==> src/hw/rtl/tmcw_queue.sv <==
// tmcw_queue: small register FIFO carrying commands from front to back.
// Self-contained; no package needed.
module tmcw_queue #(
	parameter int W     = 8,
	parameter int DEPTH = 4
) (
	input  logic         clk,
	input  logic         arst_n,
	input  logic         push,
	input  logic [W-1:0] push_data,
	input  logic         pop,
	output logic [W-1:0] pop_data,
	output logic         full,
	output logic         empty
);

	localparam int PTR_W = $clog2(DEPTH);
	localparam int CNT_W = $clog2(DEPTH + 1);

	logic [W-1:0]     mem_q [DEPTH];
	logic [PTR_W-1:0] wr_ptr_q, rd_ptr_q;
	logic [CNT_W-1:0] count_q;

	assign full     = (count_q == CNT_W'(DEPTH));
	assign empty    = (count_q == '0);
	assign pop_data = mem_q[rd_ptr_q];

	// storage
	always_ff @(posedge clk) begin
		if (push) begin
			mem_q[wr_ptr_q] <= push_data;
		end
	end

	// pointers and fill count
	always_ff @(posedge clk or negedge arst_n) begin
		if (!arst_n) begin
			wr_ptr_q <= '0;
			rd_ptr_q <= '0;
			count_q  <= '0;
		end else begin
			if (push) begin
				wr_ptr_q <= (wr_ptr_q == PTR_W'(DEPTH - 1)) ? '0 : wr_ptr_q + 1'b1;
			end
			if (pop) begin
				rd_ptr_q <= (rd_ptr_q == PTR_W'(DEPTH - 1)) ? '0 : rd_ptr_q + 1'b1;
			end
			if (push && !pop) begin
				count_q <= count_q + 1'b1;
			end else if (pop && !push) begin
				count_q <= count_q - 1'b1;
			end
		end
	end

	a_no_overflow: assert property (@(posedge clk) disable iff (!arst_n)
		push |-> !full) else $error("queue push while full");

	a_no_underflow: assert property (@(posedge clk) disable iff (!arst_n)
		pop |-> !empty) else $error("queue pop while empty");

endmodule

==> config.mk <==
export PLATFORM = sky130hd
export DESIGN_NAME = tmcw_queue
export DESIGN_NICKNAME = d
export VERILOG_FILES = /design/src/hw/rtl/tmcw_queue.sv
export SDC_FILE = /design/constraint.sdc
export NUM_CORES = 1
export LEC_CHECK = 0
export BUFFER_PORTS_ARGS = -buffer_cell sky130_fd_sc_hd__buf_4
export CORE_ASPECT_RATIO = 0.9
export CORE_MARGIN = 2
export CORE_UTILIZATION = 55
export DETAILED_ROUTE_END_ITERATION = 7
export GPL_TIMING_DRIVEN = 0
export PLACE_DENSITY = 0.76
export SYNTH_ARGS = -nofsm -noshare
export SYNTH_HDL_FRONTEND = slang
export SYNTH_SLANG_ARGS = --single-unit
==> constraint.sdc <==
create_clock -name clk -period 1.7 [get_ports clk]
set_input_delay 0.34 -clock clk [delete_from_list [all_inputs] [get_ports clk]]
set_output_delay 0.34 -clock clk [all_outputs]
set_load 0.005 [all_outputs]
Word level (Yosys, flattened, before mapping). Memories as Yosys holds them, arrays and structs flattened. Cells that the tools add are included.

Register bits: 7. Bits in writable memories: 32. Input bits: 12. Output and inout bits: 10. Memories kept: 1.

Add/subtract/negate cells: 4. Equality and inequality tests: 3. Muxes and demuxes: 6. Reductions and logical operators: 6.

Memories: mem_q (words 4, width 8, rd ports 1, clocked after Yosys merged registers in 0, write ports 1, line 20) `logic [W-1:0] mem_q [DEPTH];`.

Operators with widths (count): $mux W3 (2); $add A2 B1 Y2 const B (2); $eq A2 B2 Y1 const B (2); $mux W2 (2); $add A3 B1 Y3 const B (1); $eq A3 B3 Y1 const B (1); $logic_not A3 Y1 (1); $sub A3 B1 Y3 const B (1); $logic_and A1 B1 Y1 (2); $logic_not A1 Y1 (2); $mux W1 (2); $reduce_bool A2 Y1 (1).

Depth between registers and ports, before layout.
Word-level depth: 4. Depth in mapped cells: 7. Depth with buffers taken out: 7.

Least setup slack after synthesis. OpenSTA, ideal clock, no wires.

Path type: input to register. Start: in pop. End: reg count_q[2]. Data arrival time: 1.326 ns. Data required time: 1.621 ns. Path slack: 0.295 ns. Stages on the path: 7. Buffers on the path: 0. Cell sequence: inv_1 -> ha_1 -> inv_1 -> fa_1 -> xor2_1 -> nor2_1 -> xor2_1.

Longest elaborated chain between the ends: 3.

RTL lines: start: declaration (line 11) `input logic pop,`; $logic_not A1 Y1 (line 48) `if (push && !pop) begin`; $logic_and A1 B1 Y1 (line 48); $mux W3 or $reduce_bool A2 Y1 (tied branches); end signal: assignment (line 49) `count_q <= count_q + 1'b1;`; end signal: assignment (line 51) `count_q <= count_q - 1'b1;`; end: declaration (line 22) `logic [CNT_W-1:0] count_q;`.

Several ways; a longest one is shown, not always the timed one. A chain may end at the register's enable or synchronous reset.

Worst setup path after layout.
Start: reg rd_ptr_q[0]. End: out pop_data[2].

Longest elaborated chain between the ends: 1.

RTL lines: start: declaration (line 21) `logic [PTR_W-1:0] wr_ptr_q, rd_ptr_q;`; start signal: assignment (line 46) `rd_ptr_q <= (rd_ptr_q == PTR_W'(DEPTH - 1)) ? '0 : rd_ptr_q + 1'b1;`; $mem_v2 Z4 W8; end: declaration (line 12) `output logic [W-1:0] pop_data,`.

Every way passes these cells.

==> impl_metrics.yaml <==
grt:
  grt_pass1_wl_um: 3636
  grt_use_met3_pct: 7.092
  grt_overflow: 0
  grt_start_max_net_pins: 13
  antenna_found_initial: 0
  grtUsageMet2_pct: 26.99
  busiest_layer: "met2"
  grtUsageTotal_pct: 17.14
  grt_use_met1_pct: 20.87
  grt_pass1_vias: 755
clock_network:
  numClockSinks: 39
  cts_buffers: 5
  htree_levels: 2
  clkLatencyLatePin_ns: 0.35
  cts.path.max_buffers: 2
  tritoncts: "done"
  path_clk_slew_ns: 0.12
  cts-root-buf: "clkbuf_4"
layout:
  drive_above_1_share_pct: 39.64
  utilization_pct: 71.85
  synthToLayoutAreaGrowth_pct: 24.70
  final_cells: 151
  nNetsFinal: 129
  final_cell_area_um2: 1958
  diodes: 0
flow_run:
  drv_cap: 0
placed_design:
  post-dp-hpwl_um: 1627
  gp_congestion: 0.5844
  port_buffers: 21
  dpl.cell_count: 140
  placed_area_um2: 1778
timing:
  period_share_pct: 112.3
  slew_violations: 0
  tightestPinTransition_ns: 0.4452
  rsz0062_at_grt: "yes"
  max_clock_freq_ghz: 0.5238
  setup_viol: 8
  period_minus_slack_ns: 1.909
  slew-limit-headroom_pct: 70.32
  postLayoutSetupSlackWorst_ns: -0.2090
  finalHoldViolations: 0
  fin_setup_tns_ns: -1.559
  clock-skew-final_ns: 0.009405
critical_path:
  worst-setup-path-type: "flip-flop to output pin"
  cpMaxStageDelayCell: "mux4_2"
  crit_path_max_fanout: 5
  crit_chain: "clkbuf_16 > mux4_2 > buf_6"
  cp-start-kind: "flip-flop"
  crit_arrival_ns: 1.57
  endpoint_kind: "output pin"
  slowest_delay_ns: 0.50
  cp.required_ns: 1.36
detailed_routing:
  wl_per_cell_um: 16.09
  antenna_left: 0
  via_per_inst: 5.099
  drt_iter0_markers: 17
  drc: 0
  vias: 770
  totalWireLength_um: 2429
  dr.pass1.iters: 4
synthesis:
  yosysUniqueCellTypes: 18
  synth_top_area_share_pct: 61.20
  synth_fp_nets: 98
  yosysWarnings: 0
  synth_seq_cells: 39
  synth_area_um2: 1570
  avgSynthCellArea_um2: 19.88
  synth_top_area_cell: "edfxtp_1"
  yosysSeqAreaShare_pct: 72.35
  synthCells: 79
  synth_area_leaders: "edfxtp_1 (61%), mux4_2 (11%), dfrtp_1 (11%), ha_1 (4.8%), mux2_2 (2.2%)"
floorplan:
  num_rows: 18
  die-area_um2: 3299
  die-width_um: 60.32
  coreArea_um2: 2725
  initial_core_util_pct: 57.62
  io_pins: 22
  die_h_um: 54.69
status:
  status: "finished with violations"
  violations: "setup timing"
power_and_ir_drop:
  p_leak_uw: 0.0007440
  finalPower_uw: 3246
  ir_drop_mv: 0.8781
  cellPowerDensity_nw_per_um2: 1658
hold_path:
  hold_class: "primary input to flip-flop"
## critical path: cells and delay by family, from the launching register on
family / cells / cell delay (ns)
flops: 1 / 0.43
mux: 1 / 0.50
buf+inv: 2 / 0.29
## final timing paths
| path | start | endpoint | slack [ns] | cells past startpoint |
|---|---|---|---|---|
| setup / recovery | rd_ptr_q[0] | pop_data[2] | -0.21 | 3 |
| hold / removal | push_data[4] | mem_q[2][4] | 0.19 | 1 |
| setup reg to reg | wr_ptr_q[0] | mem_q[2][3] | 0.29 | 3 |
| hold reg to reg | count_q[2] | count_q[2] | 0.51 | 1 |
| max in group asynchronous | arst_n | rd_ptr_q[0] | 1.24 | 2 |
| min in group asynchronous | arst_n | rd_ptr_q[0] | 0.33 | 2 |
## sequential cells by signal (all words and copies together), names as in the netlist
name / count
count_q: 3
mem_q: 32
rd_ptr_q: 2
wr_ptr_q: 2
## where the power goes
group          switching [µW]  internal [µW]
clock                     301            459
combinational             429            683
sequential                115           1260
## cell type report
| type | count | area, µm² |
|---|---|---|
| Buffer | 2 | 25.02 |
| Inverter | 5 | 18.77 |
| Clock inverter | 2 | 60.06 |
| Multi-Input combinational cell | 33 | 399.1 |
| Tap cell | 40 | 50.05 |
| Sequential cell | 39 | 1137 |
| Clock buffer | 6 | 41.29 |
| Timing Repair Buffer | 24 | 226.5 |
| Fill cell | 177 | 767.0 |
## placed cells by master (no fill, tap or decap)
master,instances
and2_1,4
buf_12,1
buf_2,1
buf_4,15
buf_6,7
bufinv_16,2
clkbuf_1,1
clkbuf_16,1
clkbuf_4,5
dfrtp_1,6
dfrtp_2,1
dlygate4sd3_1,1
edfxtp_1,32
fa_1,1
ha_1,6
inv_1,5
mux2_2,3
mux4_2,8
nand2_1,1
nand3_1,1
nor2_1,2
nor3_1,1
nor3b_1,1
o21ai_0,2
xnor2_1,1
xor2_1,2
## metal layers
layer	vias to the layer above	share of wire, %
li1	362	-
met1	385	45
met2	18	49
met3	5	4.4
met4	0	2.0
met5	-	0
## per-stage QoR
stage	setup WS, ns	hold WS [ns]
final	-0.2090	0.1884
after global routing	-0.2467	0.1608
after CTS	-0.2317	0.1733
after detailed placement	0.05852	0.1578
after global placement	0.1142	0.1560
after floorplan	0.2945	0.04441
## Yosys cell counts
master,count
and2_1,4
buf_2,1
buf_6,1
dfrtp_1,7
edfxtp_1,32
fa_1,1
ha_1,6
inv_1,5
mux2_2,3
mux4_2,8
nand2_1,1
nand3_1,1
nor2_1,2
nor3_1,1
nor3b_1,1
o21ai_0,2
xnor2_1,1
xor2_1,2
## logic make-up (layout without fill, tap and decap cells)
group           count (synthesis)  in the layout  synth area share [%]
flops                          39             39                 72.35
mux                            11             11                 13.63
simple gates                   10             10                 3.426
fa+ha+maj                       7              7                 6.056
buf+inv                         7             39                 2.231
xor+xnor                        3              3                 1.674
compound gates                  2              2                0.6375
## timing repair
action                     in CTS  in global routing
gates resized for setup         8                  2
pin swaps                       0                  0
gates cloned                    0                  1
hold buffers                    1                  0
hold endpoints to repair        7                  0
setup endpoints to repair       8                  8
setup buffers                   0                  1
(Power assumes the default switching activity.)
