**src/hw/rtl/tmcw_pkg.sv**
```systemverilog
// tmcw_pkg: shared constants, codes and types of the text-mode console writer.
// Used by the front end, the back end and the top level; depends on nothing.
package tmcw_pkg;

	// Default screen geometry
	localparam int DEF_COLUMNS = 80;
	localparam int DEF_ROWS    = 25;

	// Depth of the command queue between front and back
	localparam int DEF_QUEUE_DEPTH = 4;

	// Cell layout: attribute byte over character byte
	localparam int CELL_W  = 16;
	localparam int ATTR_W  = 8;
	localparam int CHAR_W  = 8;
	localparam int COLOR_W = 4;

	localparam logic [CHAR_W-1:0]  NEWLINE_CODE = 8'd10;
	localparam logic [CHAR_W-1:0]  SPACE_CODE   = 8'd32;
	localparam logic [COLOR_W-1:0] FG_RESET     = 4'd7;
	localparam logic [COLOR_W-1:0] BG_RESET     = 4'd0;

	// Request codes
	typedef enum logic [1:0] {
		REQ_WRITE  = 2'd0,
		REQ_CLEAR  = 2'd1,
		REQ_SCROLL = 2'd2,
		REQ_READ   = 2'd3
	} req_type_t;

	// Configuration register index (byte address bit 2)
	typedef enum logic [0:0] {
		REG_FG = 1'b0,
		REG_BG = 1'b1
	} cfg_reg_t;

	// Back-end sequencer states
	typedef enum logic [1:0] {
		ST_IDLE  = 2'd0,
		ST_SWEEP = 2'd1,
		ST_DRAIN = 2'd2
	} back_state_t;

	// Width of one queued command for a given geometry:
	// wr_en, rd_en, sweep, addr, data, offset, col, row
	function automatic int entry_width(input int cols, input int rows);
		return 3 + $clog2(cols * rows) + CELL_W + ($clog2(cols * rows) + 1)
			+ $clog2(cols) + $clog2(rows);
	endfunction

endpackage

```
**src/hw/rtl/tmcw_front.sv**
```systemverilog
// tmcw_front: accepts requests, tracks the cursor and turns each request
// into one back-end command. Depends on tmcw_pkg.
module tmcw_front import tmcw_pkg::*; #(
	parameter int COLUMNS = DEF_COLUMNS,
	parameter int ROWS    = DEF_ROWS
) (
	input  logic                                    clk,
	input  logic                                    arst_n,
	input  logic                                    start,
	input  logic [1:0]                              req_type,
	input  logic [7:0]                              char_code,
	input  logic [7:0]                              scroll_lines,
	input  logic [4:0]                              read_row,
	input  logic [6:0]                              read_col,
	input  logic [ATTR_W-1:0]                       attr,
	input  logic                                    q_full,
	input  logic                                    clearing,
	output logic                                    busy,
	output logic                                    push,
	output logic [entry_width(COLUMNS, ROWS)-1:0]   entry
);

	localparam int CELLS  = COLUMNS * ROWS;
	localparam int COL_W  = $clog2(COLUMNS);
	localparam int ROW_W  = $clog2(ROWS);
	localparam int ADDR_W = $clog2(CELLS);
	localparam int SRC_W  = ADDR_W + 1;
	localparam int N_W    = $clog2(ROWS + 1);
	localparam int LIN_W  = ADDR_W + 8;

	typedef struct packed {
		logic              wr_en;
		logic              rd_en;
		logic              sweep;
		logic [ADDR_W-1:0] addr;
		logic [CELL_W-1:0] data;
		logic [SRC_W-1:0]  offset;
		logic [COL_W-1:0]  col;
		logic [ROW_W-1:0]  row;
	} entry_t;

	logic [COL_W-1:0] col_q;
	logic [ROW_W-1:0] row_q;
	logic [COL_W:0]   col_inc;
	logic [ROW_W:0]   row_inc;
	logic [N_W-1:0]   n_lines;
	logic [LIN_W-1:0] cur_lin, rd_lin;
	req_type_t        req;
	entry_t           ent;

	assign busy  = q_full | clearing;
	assign push  = start & ~busy;
	assign req   = req_type_t'(req_type);
	assign entry = ent;

	// linear cell addresses for the cursor and for a read
	assign cur_lin = LIN_W'(row_q) * LIN_W'(COLUMNS) + LIN_W'(col_q);
	assign rd_lin  = LIN_W'(read_row) * LIN_W'(COLUMNS) + LIN_W'(read_col);

	// scroll count, anything at or past the row count blanks everything
	assign n_lines = (scroll_lines >= ROWS) ? N_W'(ROWS) : N_W'(scroll_lines);

	// classify the request and work out the cursor after it
	always_comb begin
		ent      = '0;
		ent.col  = col_q;
		ent.row  = row_q;
		ent.data = {attr, SPACE_CODE};
		col_inc  = {1'b0, col_q};
		row_inc  = {1'b0, row_q};
		unique case (req)
			REQ_WRITE: begin
				if (char_code == NEWLINE_CODE) begin
					col_inc = '0;
					row_inc = row_inc + 1'b1;
				end else begin
					ent.wr_en = 1'b1;
					ent.addr  = cur_lin[ADDR_W-1:0];
					ent.data  = {attr, char_code};
					col_inc   = col_inc + 1'b1;
				end
				// wrap at the right edge
				if (col_inc == (COL_W + 1)'(COLUMNS)) begin
					col_inc = '0;
					row_inc = row_inc + 1'b1;
				end
				// past the bottom: scroll one line, stay on the last row
				if (row_inc == (ROW_W + 1)'(ROWS)) begin
					ent.sweep  = 1'b1;
					ent.offset = SRC_W'(COLUMNS);
					row_inc    = (ROW_W + 1)'(ROWS - 1);
				end
				ent.col = col_inc[COL_W-1:0];
				ent.row = row_inc[ROW_W-1:0];
			end
			REQ_CLEAR: begin
				ent.sweep  = 1'b1;
				ent.offset = SRC_W'(CELLS);
			end
			REQ_SCROLL: begin
				if (n_lines != '0) begin
					ent.sweep  = 1'b1;
					ent.offset = SRC_W'(n_lines) * SRC_W'(COLUMNS);
				end
			end
			REQ_READ: begin
				if ((read_row < ROWS) && (read_col < COLUMNS)) begin
					ent.rd_en = 1'b1;
					ent.addr  = rd_lin[ADDR_W-1:0];
				end
			end
		endcase
	end

	// cursor
	always_ff @(posedge clk or negedge arst_n) begin
		if (!arst_n) begin
			col_q <= '0;
			row_q <= '0;
		end else if (push) begin
			col_q <= ent.col;
			row_q <= ent.row;
		end
	end

endmodule

```
**config.mk**
```make
export PLATFORM = sky130hd
export DESIGN_NAME = tmcw_front
export DESIGN_NICKNAME = d
export VERILOG_FILES = /design/src/hw/rtl/tmcw_pkg.sv /design/src/hw/rtl/tmcw_front.sv
export SDC_FILE = /design/constraint.sdc
export NUM_CORES = 1
export LEC_CHECK = 0
export BUFFER_PORTS_ARGS = -buffer_cell sky130_fd_sc_hd__buf_2
export CAP_MARGIN = 10
export CELL_PAD_IN_SITES_DETAIL_PLACEMENT = 1
export CELL_PAD_IN_SITES_GLOBAL_PLACEMENT = 2
export CORE_UTILIZATION = 27
export DETAILED_ROUTE_END_ITERATION = 10
export PLACE_DENSITY = 0.82
export SETUP_SLACK_MARGIN = 0.5
export SLEW_MARGIN = 5
export SYNTH_ARGS = -nofsm -noshare
export SYNTH_HDL_FRONTEND = slang
export SYNTH_SLANG_ARGS = --single-unit
```
**constraint.sdc**
```tcl
create_clock -name clk -period 3.5 [get_ports clk]
set_clock_uncertainty 0.05 [all_clocks]
set_input_delay 0.35 -clock clk [delete_from_list [all_inputs] [get_ports clk]]
set_output_delay 0.35 -clock clk [all_outputs]
set_load 0.05 [all_outputs]
```
* Yosys cells after proc, flatten, opt, wreduce, memory -nomap -nowiden
Cells that the tools add are included.
** Storage, ports and cells
- Register bits :: 12
- Logic and storage cells :: 49
- Input bits :: 43
- Output and inout port bits :: 56
** Operators by class
- Magnitude comparators :: 3
- Multiplexer cells :: 24
- Reductions and logical operators :: 3
- Bitwise gates (word level) :: 3
- $mul :: 3
- Add/sub/neg operators :: 5
- Equal/unequal tests :: 6
** Operators by type and width (number)
- $pmux 12 s3 :: 1
- $mux 27 :: 1
- $mux 12 :: 2
- $mux 6 :: 4
- $add 11x7->11 :: 2
- $pmux 11 s2 :: 1
- $mux 16 :: 1
- $mux 8 :: 2
- $mul 5x3->7 const B :: 2
- $mux 7 :: 2
- $mux 11 :: 1
- $mux 5 :: 2
- $add 7x1->8 const B :: 1
- $eq 8x4->1 const B :: 1
- $eq 8x7->1 const B :: 1
- $ge 8x5->1 const B :: 1
- $mul 5x3->8 const B :: 1
- $lt 7x7->1 const B :: 1
- $add 5x1->6 const B :: 1
- $add 6x1->6 const B :: 1
- $eq 6x5->1 const B :: 1
- $mux 1 :: 6
- $lt 5x5->1 const B :: 1
- $reduce_bool 5->1 :: 1
- 8 further kinds :: 9

* Longest topological paths before layout
Gate-level depths: netlist of the first run.
- Depth after elaboration :: 9
- Depth in mapped cells :: 13
- Gate-level depth less buffers :: 12

* Least setup slack after synthesis of the first run
Ideal clock, no wire load.
- Path kind :: input-to-output
- From :: in char_code[0]
- To :: out entry[51]
- Path slack :: 0.022 ns
- Path buffers :: 0
- Stages on the path :: 11
- Arrival :: 3.078 ns
- Required time :: 3.100 ns
- Cell sequence :: nor4bb_4 > nand2_1 > xnor2_1 > ha_1 > xor2_1 > nor2_1 > nor4b_1 > a41oi_1 > a211oi_2 > a21oi_1 > a21oi_1
** Between the ends
- Longest elaborated chain between the ends :: 9
- Elaborated cells between the ends (all ways) :: 12
- Those cells by class :: add/sub: 1; eq/ne: 3; mux: 8
** RTL lines
- start: declaration :: line tmcw_front.sv:11 : input logic [7:0] char_code,
- $eq 8x4->1 (*) :: line tmcw_front.sv:73 : if (char_code == NEWLINE_CODE) begin
- $mux 6 / $mux 8 (equally long branches) :: line tmcw_front.sv:73
- $mux 6 / $mux 8 (equally long branches) :: line tmcw_front.sv:71 : unique case (req)
- $add 6x1->6 / $eq 8x7->1 (equally long branches) :: line tmcw_front.sv:85, tmcw_front.sv:83
- $mux 6 (*) :: line tmcw_front.sv:83 : if (col_inc == (COL_W + 1)'(COLUMNS)) begin
- $mux 6 (*) :: line tmcw_front.sv:71
- $eq 6x5->1 (*) :: line tmcw_front.sv:88 : if (row_inc == (ROW_W + 1)'(ROWS)) begin
- $mux 1 (*) :: line tmcw_front.sv:88
- $pmux 1 s3 (*) :: line tmcw_front.sv:71
- end: declaration :: line tmcw_front.sv:20 : output logic [entry_width(COLUMNS, ROWS)-1:0] entry
Mark *: on every way between the ends. The rest lies on a longest branch, timed or not. The select of a mux whose other input is x is not followed.

* Worst setup path in the final report of the first run
- From :: reg col_q[0]
- To :: out entry[0]
** Between the ends
- Longest elaborated chain between the ends :: 9
** RTL lines
- start: declaration :: line tmcw_front.sv:42 : logic [COL_W-1:0] col_q;
- start signal: assignment :: line tmcw_front.sv:121 : col_q <= ent.col;
- $add 7x1->8 (*) :: line tmcw_front.sv:80 : col_inc = col_inc + 1'b1;
- $mux 8 (*) :: line tmcw_front.sv:73
- $mux 8 (*) :: line tmcw_front.sv:71
- $eq 8x7->1 (*) :: line tmcw_front.sv:83
- $mux 6 (*) :: line tmcw_front.sv:83
- $mux 6 (*) :: line tmcw_front.sv:71
- $eq 6x5->1 :: line tmcw_front.sv:88
- $mux 5 (*) :: line tmcw_front.sv:88
- $mux 12 (*) :: line tmcw_front.sv:71
Marks and branches as above.

==> results of run 1 <==
metrics by stage:
step | cell area, um2 | cells | worst slack [ns] | util (%)
global route | 3350 | 497 | 0.130 | 38.6
finish | 3350 | 497 | 0.300 | 38.6
floorplan | 2480 | 307 | 0.384 | -
global placement | 2910 | 477 | 0.164 | 33.5
detailed placement | 2910 | 477 | 0.0588 | 33.5
CTS | 3260 | 495 | 0.325 | 37.6
worst max-delay path: cells and delay by family (launching register included):
family,cells,cell delay [ns]
simple gates,2,0.19
fa+ha+maj,1,0.20
compound gates,5,1.43
buf+inv,2,0.31
flops,1,0.41
timing repair:
| item | CTS | global route |
|---|---|---|
| endpoints found under the setup margin | 12 | 15 |
| hold buffers | 1 | 0 |
| setup buffers | 13 | 2 |
| resized for setup | 41 | 17 |
| pin swaps | 19 | 7 |
| hold endpoints to repair | 12 | 0 |
flip-flops by register name (all words and copies together) (netlist names):
name and count:
col_q 7, row_q 5
cell families after synthesis:
kind of cell	after synthesis	synth area share (%)
flip-flops	12	12.5
adder cells (fa/ha/maj)	36	20.4
buffers and inverters	39	8.77
multiplexers	7	3.24
other	1	0.156
XOR/XNOR	27	9.86
AO/OA/AOI/OAI	65	18.8
AND/OR/NAND/NOR	117	26.3
final cells by class:
cell class	count	area share (%)
flip-flops and latches	12	9.15
repair buffers	101	19.1
well taps	108	4.03
inverters	16	1.79
multi-input cells	256	64.2
clock buffers	4	1.64
worst paths after layout:
check                           cells after the start  slack (ns)                   end
worst max register to register                     10        1.01  row_q[0]$_DFFE_PN0P_
max in group asynchronous                           2        2.67  col_q[5]$_DFFE_PN0P_
min in group asynchronous                           2        0.48  col_q[4]$_DFFE_PN0P_
worst min-delay path                                5        0.47  col_q[1]$_DFFE_PN0P_
worst min register to register                      2        0.54  row_q[4]$_DFFE_PN0P_
worst max-delay path                               10        0.30              entry[0]
layer usage:
layer | up-vias | routed length (um)
li1 | 1222 | -
met1 | 1216 | 3210
met2 | 49 | 4100
met3 | 17 | 263
met4 | 0 | 170
met5 | - | 0
cells in the final DEF, fill, tap and decap left out, types with 2 or more instances in the layout:
cell | Yosys | layout
a21o_1 | 8 | 8
a21oi_1 | 15 | 10
a21oi_2 | 1 | 4
a21oi_4 | 0 | 2
a22oi_1 | 11 | 11
a41oi_2 | 0 | 2
and2_1 | 6 | 6
and3_1 | 5 | 5
buf_2 | 0 | 64
buf_4 | 15 | 25
buf_6 | 1 | 9
clkbuf_8 | 0 | 4
conb_1 | 1 | 4
dfrtp_1 | 12 | 7
dfrtp_2 | 0 | 5
fa_1 | 5 | 3
fa_2 | 0 | 2
ha_1 | 31 | 25
ha_4 | 0 | 6
inv_1 | 16 | 15
mux2_2 | 6 | 6
nand2_1 | 36 | 32
nand2_2 | 0 | 3
nand2b_1 | 5 | 5
nand3_1 | 9 | 9
nor2_1 | 25 | 23
nor2_2 | 2 | 4
nor3_1 | 7 | 3
nor3_2 | 2 | 6
nor3b_1 | 3 | 2
o21ai_0 | 12 | 9
o21ai_1 | 0 | 3
or2_2 | 3 | 2
or3_1 | 2 | 2
xnor2_1 | 12 | 11
xor2_1 | 15 | 14
where the power goes:
group / total [mW] / internal [mW] / switching, mW
combinational: 0.566 / 0.202 / 0.363
sequential: 0.185 / 0.157 / 0.0283
clock: 0.158 / 0.0998 / 0.0578
total: 0.908 / 0.459 / 0.449
==> key figures, run 1 <==
Timing
  • Fin crit share: 91.4%
  • Final hold violation count: 0
  • Minimum clock period: 3.20 ns
  • Slew Limit Fails: 0
  • Setup TNS: 0 ns
  • RSZ-0062 raised after global routing: yes
  • Max frequency: 0.312 GHz
  • WHS: 0.470 ns
  • Final setup vio count: 0
  • Worst-Margin Slew: 0.528 ns
  • Slew HR: 64.8%

Routing
  • DRC viols: 0
  • Vias: 2504
  • Number of vias per cell: 5.04
  • Avg WL per Cell: about 16 um
  • First-pass detailed-route iteration total: 4
  • Final ANT Viol Nets: 0
  • Routed Wire Length: 7.74 mm
  • Starting DRT DRC Count: 100

Place
  • Dpl hpwl: roughly 6.1 mm
  • Count of input and output buffers: 78
  • GPL Wtd Cong: 0.849

Logic synthesis
  • Yosys reg bits: 12
  • Synthesized cell area: 2400 um2
  • Top post-synthesis cells by area: ha_1 16%, dfrtp_1 13%, nand2_1 5.6%
  • Synthesis Warnings: 0
  • Ys flop type: dfrtp_1
  • Synth cell types: 58
  • Sequential-to-total area share from yosys stat: 12.5%
  • Top cells by count, synth: 36 x nand2_1, 31 x ha_1, 25 x nor2_1
  • Syn avg cell area: 7.89 um2
  • Synth area leader: ha_1
  • Yosys top cell area share: 16.2%
  • Async S/R FF share, synth: 100%
  • Top-count cell post-synth: nand2_1
  • Number of synthesized flops with an enable pin: 0
  • Mapped Cells: approximately 300

Power and ir drop
  • LEAKAGE: 1.56 nW
  • Final Total Pwr: between 0.9 and 1 mW
  • Power Density: 271 nW/um2
  • Peak VDD IR: roughly 0.14 mV

Floorplanning
  • Chip width: 96.2 um
  • Starting Density: between 20% and 30%
  • I/O pin cnt: 99
  • Core area: around 8700 um2
  • Die area: 9260 um2
  • Vert. Die Dim: 96.2 um
  • # rows: 34

Min path
  • Worst Hold Launch: start
  • Hold Path Class: input port to flip-flop

Worst setup path
  • CP max stage delay: 0.41 ns
  • Crit start category: flip-flop
  • Max Fanout on Critical Path: 5
  • Critical path launch point: col_q[0]$_DFFE_PN0P_
  • Crit path required time: 3.10 ns
  • Crit path cell chain: ha_4 -> and2_1 -> a21oi_1 -> o32a_1 -> o211ai_1 -> a211oi_2 -> buf_4 -> nor2_1 -> a211o_2 -> buf_8
  • Arrival @ worst endpoint: approximately 2.8 ns
  • CP max-delay cell: dfrtp_1
  • Crit path kind: flip-flop to primary output
  • FF-to-FF Start: col_q[0]$_DFFE_PN0P_
  • Worst setup EP type: primary output

Global route
  • Met2 usage: between 30% and 40%
  • Initial antenna violation count: 0
  • Total gr overflow: 0
  • Met1 global-route usage: between 15 and 20%
  • Vias in the first global route: ~2500
  • GRT met3 Usage: 1.82%
  • GRT Util Overall: 17.1%
  • First-pass GRT wire length: 12.3 mm
  • GRT busiest layer: met2
  • Largest net degree at the start of global routing: 28

Layout
  • Fillers: between 1000 and 1500
  • Register area: 307 um2
  • Layout cells sized above 1: 42.2%
  • Area Overhead vs Synth: 39.8%
  • ANT cells: 0
  • Area of the multi-input gates: approximately 2200 um2
  • NumNets Final: 469

Clocking
  • Clock sinks: 12
  • Worst-Skew Late Latency: 0.25 ns
  • CTS tree: yes
  • CTS max path bufs: 2
  • CTS buffer count: 3
  • Clock slew at reported path FFs: 0.05 ns
  • CTS root buf: clkbuf_8
  • H-tree depth: 1

Outcome
  • Status: finished, final reports clean

Job
  • Max-cap violations: 0
(Power assumes the default switching activity.)
==> run 2, diff against run 1 <==
--- a/config.mk
+++ b/config.mk
@@ -9,7 +9,9 @@
 export CAP_MARGIN = 10
 export CELL_PAD_IN_SITES_DETAIL_PLACEMENT = 1
 export CELL_PAD_IN_SITES_GLOBAL_PLACEMENT = 2
+export CORE_MARGIN = 1.5
 export CORE_UTILIZATION = 27
+export CTS_BUF_LIST = sky130_fd_sc_hd__clkbuf_8
 export DETAILED_ROUTE_END_ITERATION = 10
 export PLACE_DENSITY = 0.82
 export SETUP_SLACK_MARGIN = 0.5
==> run 2 against run 1 <==
Compared with the run above: register-to-register slack improved by 0.02 ns; flip-flop and latch count did not move; first-iteration DRC count fell by 27%; utilization rose by 0.087 points; fmax fell by 0.60%; final cell count did not move; sequential power barely moved; final area rose by 0.22%; sequential share of layout area fell by 0.095 points; wire length rose by 0.36%; via count rose by 0.56%; count of clock-buffer cells in the layout did not move.
==> key figures, run 2 (synthesis gave the netlist of run 1 again) <==
Worst setup path
  • R2r endpoint: row_q[0]$_DFFE_PN0P_
  • Critical path buffers and inverters: 3 (+1)
  • Crit start category: input port
  • Crit path kind: input port to primary output
  • CP max stage delay: 0.34 ns (-0.07 ns)
  • Worst Reg2Reg Path Length in Cells: 13 (+3)
  • Worst setup EP type: primary output
  • Arrival @ worst endpoint: 2.82 ns (+0.02 ns)
  • CP max-delay cell: nor4_4
  • Internal reg-to-reg setup slack: 1.03 ns (+0.02 ns)
  • Max Fanout on Critical Path: 5 (unchanged)
  • FF-to-FF Start: row_q[0]$_DFFE_PN0P_
  • Crit path required time: 3.10 ns (about the same)
  • Crit path cell chain: buf_6 -> nor4_4 -> nand2_2 -> xnor2_2 -> ha_4 -> xor2_2 -> nor2_1 -> nor4b_4 -> a41oi_2 -> a211oi_2 -> buf_4 -> nor3_2 -> a211o_2 -> buf_8
  • Delay-heaviest family, CP: simple AND/OR/NAND/NOR gates

Routing
  • First-pass detailed-route iteration total: 4 (unchanged)
  • Number of vias per cell: 5.07 (+0.56%)
  • Routed Wire Length: 7.77 mm (+0.36%)
  • DRC viols: 0 (unchanged)
  • Final ANT Viol Nets: 0 (unchanged)
  • Vias: 2518 (+0.56%)
  • Avg WL per Cell: 15.6 um (+0.36%)
  • Starting DRT DRC Count: 73 (-27%)

Global route
  • GRT met3 Usage: 1.58% (-0.23 points)
  • GRT busiest layer: met2
  • Vias in the first global route: 2670 (+4.8%)
  • Largest net degree at the start of global routing: 28 (unchanged)
  • Met1 global-route usage: 18.2% (-1.6 points)
  • Initial antenna violation count: 0 (unchanged)
  • First-pass GRT wire length: 12.6 mm (+2.6%)
  • Met2 usage: 31.4% (-0.85 points)
  • Total gr overflow: 0 (unchanged)
  • GRT Util Overall: 16.0% (-1.1 points)

Layout
  • Area of the multi-input gates: 2140 um2 (-0.64%)
  • Layout cells sized above 1: 41.6% (-0.51 points)
  • ANT cells: 0 (unchanged)
  • Most flops, register: col_q
  • Max reg flops: 7 (unchanged)
  • Commonest non-fill, non-tap cell in the layout: buf_2
  • Most frequent cells in the layout: 64 x buf_2, 31 x nand2_1, 25 x ha_1
  • Register area: 304 um2 (-0.82%)
  • Fin cells: 497 (unchanged)
  • NumNets Final: 469 (unchanged)
  • Fillers: 1048 (-1.3%)
  • Design Area, Final: 3360 um2 (+0.22%)
  • Area Overhead vs Synth: 40.1%
  • Largest registers: col_q x7, row_q x5

Outcome
  • Status: finished, final reports clean

Clocking
  • CTS buffer count: 3 (unchanged)
  • CTS max path bufs: 2 (unchanged)
  • CTS tree: yes
  • Clock slew at reported path FFs: 0.06 ns (about the same)
  • CTS root buf: clkbuf_8
  • H-tree depth: 1 (unchanged)
  • Clock sinks: 12 (unchanged)
  • Worst-Skew Late Latency: 0.25 ns (about the same)

Place
  • GPL Wtd Cong: 0.830 (-2.1%)
  • Dpl hpwl: 6.05 mm (-1.4%)
  • Count of input and output buffers: 78 (unchanged)
  • Placed Cells: 477 (unchanged)
  • Post-DP Area: 2910 um2 (unchanged)

Timing
  • Fin crit share: 92.0% (+0.56 points)
  • Minimum clock period: 3.22 ns (+0.0195 ns)
  • RSZ-0062 raised after global routing: yes
  • Worst-Margin Slew: 0.550 ns (+0.0222 ns)
  • Final hold violation count: 0 (unchanged)
  • Slew HR: 63.3% (-1.5 points)
  • Setup TNS: 0 ns (unchanged)
  • Final setup vio count: 0 (unchanged)
  • Max frequency: 0.311 GHz (-0.60%)
  • Slew Limit Fails: 0 (unchanged)

Min path
  • Hold Path Class: input port to asynchronous set/reset pin

Job
  • Max-cap violations: 0 (unchanged)

Power and ir drop
  • Peak VDD IR: 0.118 mV (-17%)
  • Power Density: 265 nW/um2 (-2.1%)
  • LEAKAGE: 1.58 nW (+1.4%)

Floorplanning
  • Die area: 9450 um2 (+2.1%)
  • Vert. Die Dim: 97.2 um (+1.0%)
  • Starting Density: 27.6% (unchanged)
  • I/O pin cnt: 99 (unchanged)
  • Core area: 8680 um2 (unchanged)
  • # rows: 34 (unchanged)
  • Chip width: 97.2 um (+1.0%)
[run 2: cell counts in the layout (fill, tap and decap cells not counted)]
No cell type changed its count.
[run 2: final cells by class]
type,instances,area share (%)
inverters,16,1.79
multi-input cells,256,63.7
flip-flops and latches,12,9.05
repair buffers,101,19.8
clock buffers,4,1.64
well taps,108,4.02
[run 2: what timing repair did]
action / 4_1_cts / 5_1_grt
setup buffers: 13 / 2
hold buffers: 1 / 0
pin swaps: 22 / 12
resized for setup: 40 / 19
setup endpoints to repair: 13 / 11
endpoints found under the hold margin: 12 / 0
[run 2: how the worst max path moves through the flow]
| stage | start | endpoint | cells after the start |
|---|---|---|---|
| after floorplan | char_code[2] | entry[51] | 11 |
| after global placement | char_code[4] | entry[0] | 14 |
| after detailed placement | char_code[4] | entry[0] | 14 |
| after CTS | char_code[7] | entry[0] | 14 |
| after global routing | char_code[7] | entry[0] | 14 |
| final | char_code[7] | entry[0] | 14 |
[run 2: stage by stage]
stage	utilization [%]	worst slack (ns)	hold slack [ns]	total power, mW
4_1_cts	37.6	0.363	0.480	0.887
3_3_place_gp	33.5	0.151	0.211	0.667
3_5_place_dp	33.5	0.0859	0.208	0.676
6_report	38.7	0.280	0.472	0.891
2_1_floorplan	-	0.384	0.00441	0.571
5_1_grt	38.7	0.0558	0.488	0.951
[run 2: power by group]
part / leakage [nW] / switching [mW] / internal, mW / total [mW]
registers: 0.146 / 0.0321 / 0.156 / 0.188
logic: 1.41 / 0.353 / 0.191 / 0.545
clock network: 0.0288 / 0.0590 / 0.0997 / 0.159
[run 2: layer usage]
layer | share of wire, % | wire, um | vias up
li1 | - | - | 1228
met1 | 43 | 3320 | 1228
met2 | 53 | 4100 | 49
met3 | 2.8 | 216 | 13
met4 | 1.8 | 137 | 0
met5 | 0 | 0 | -
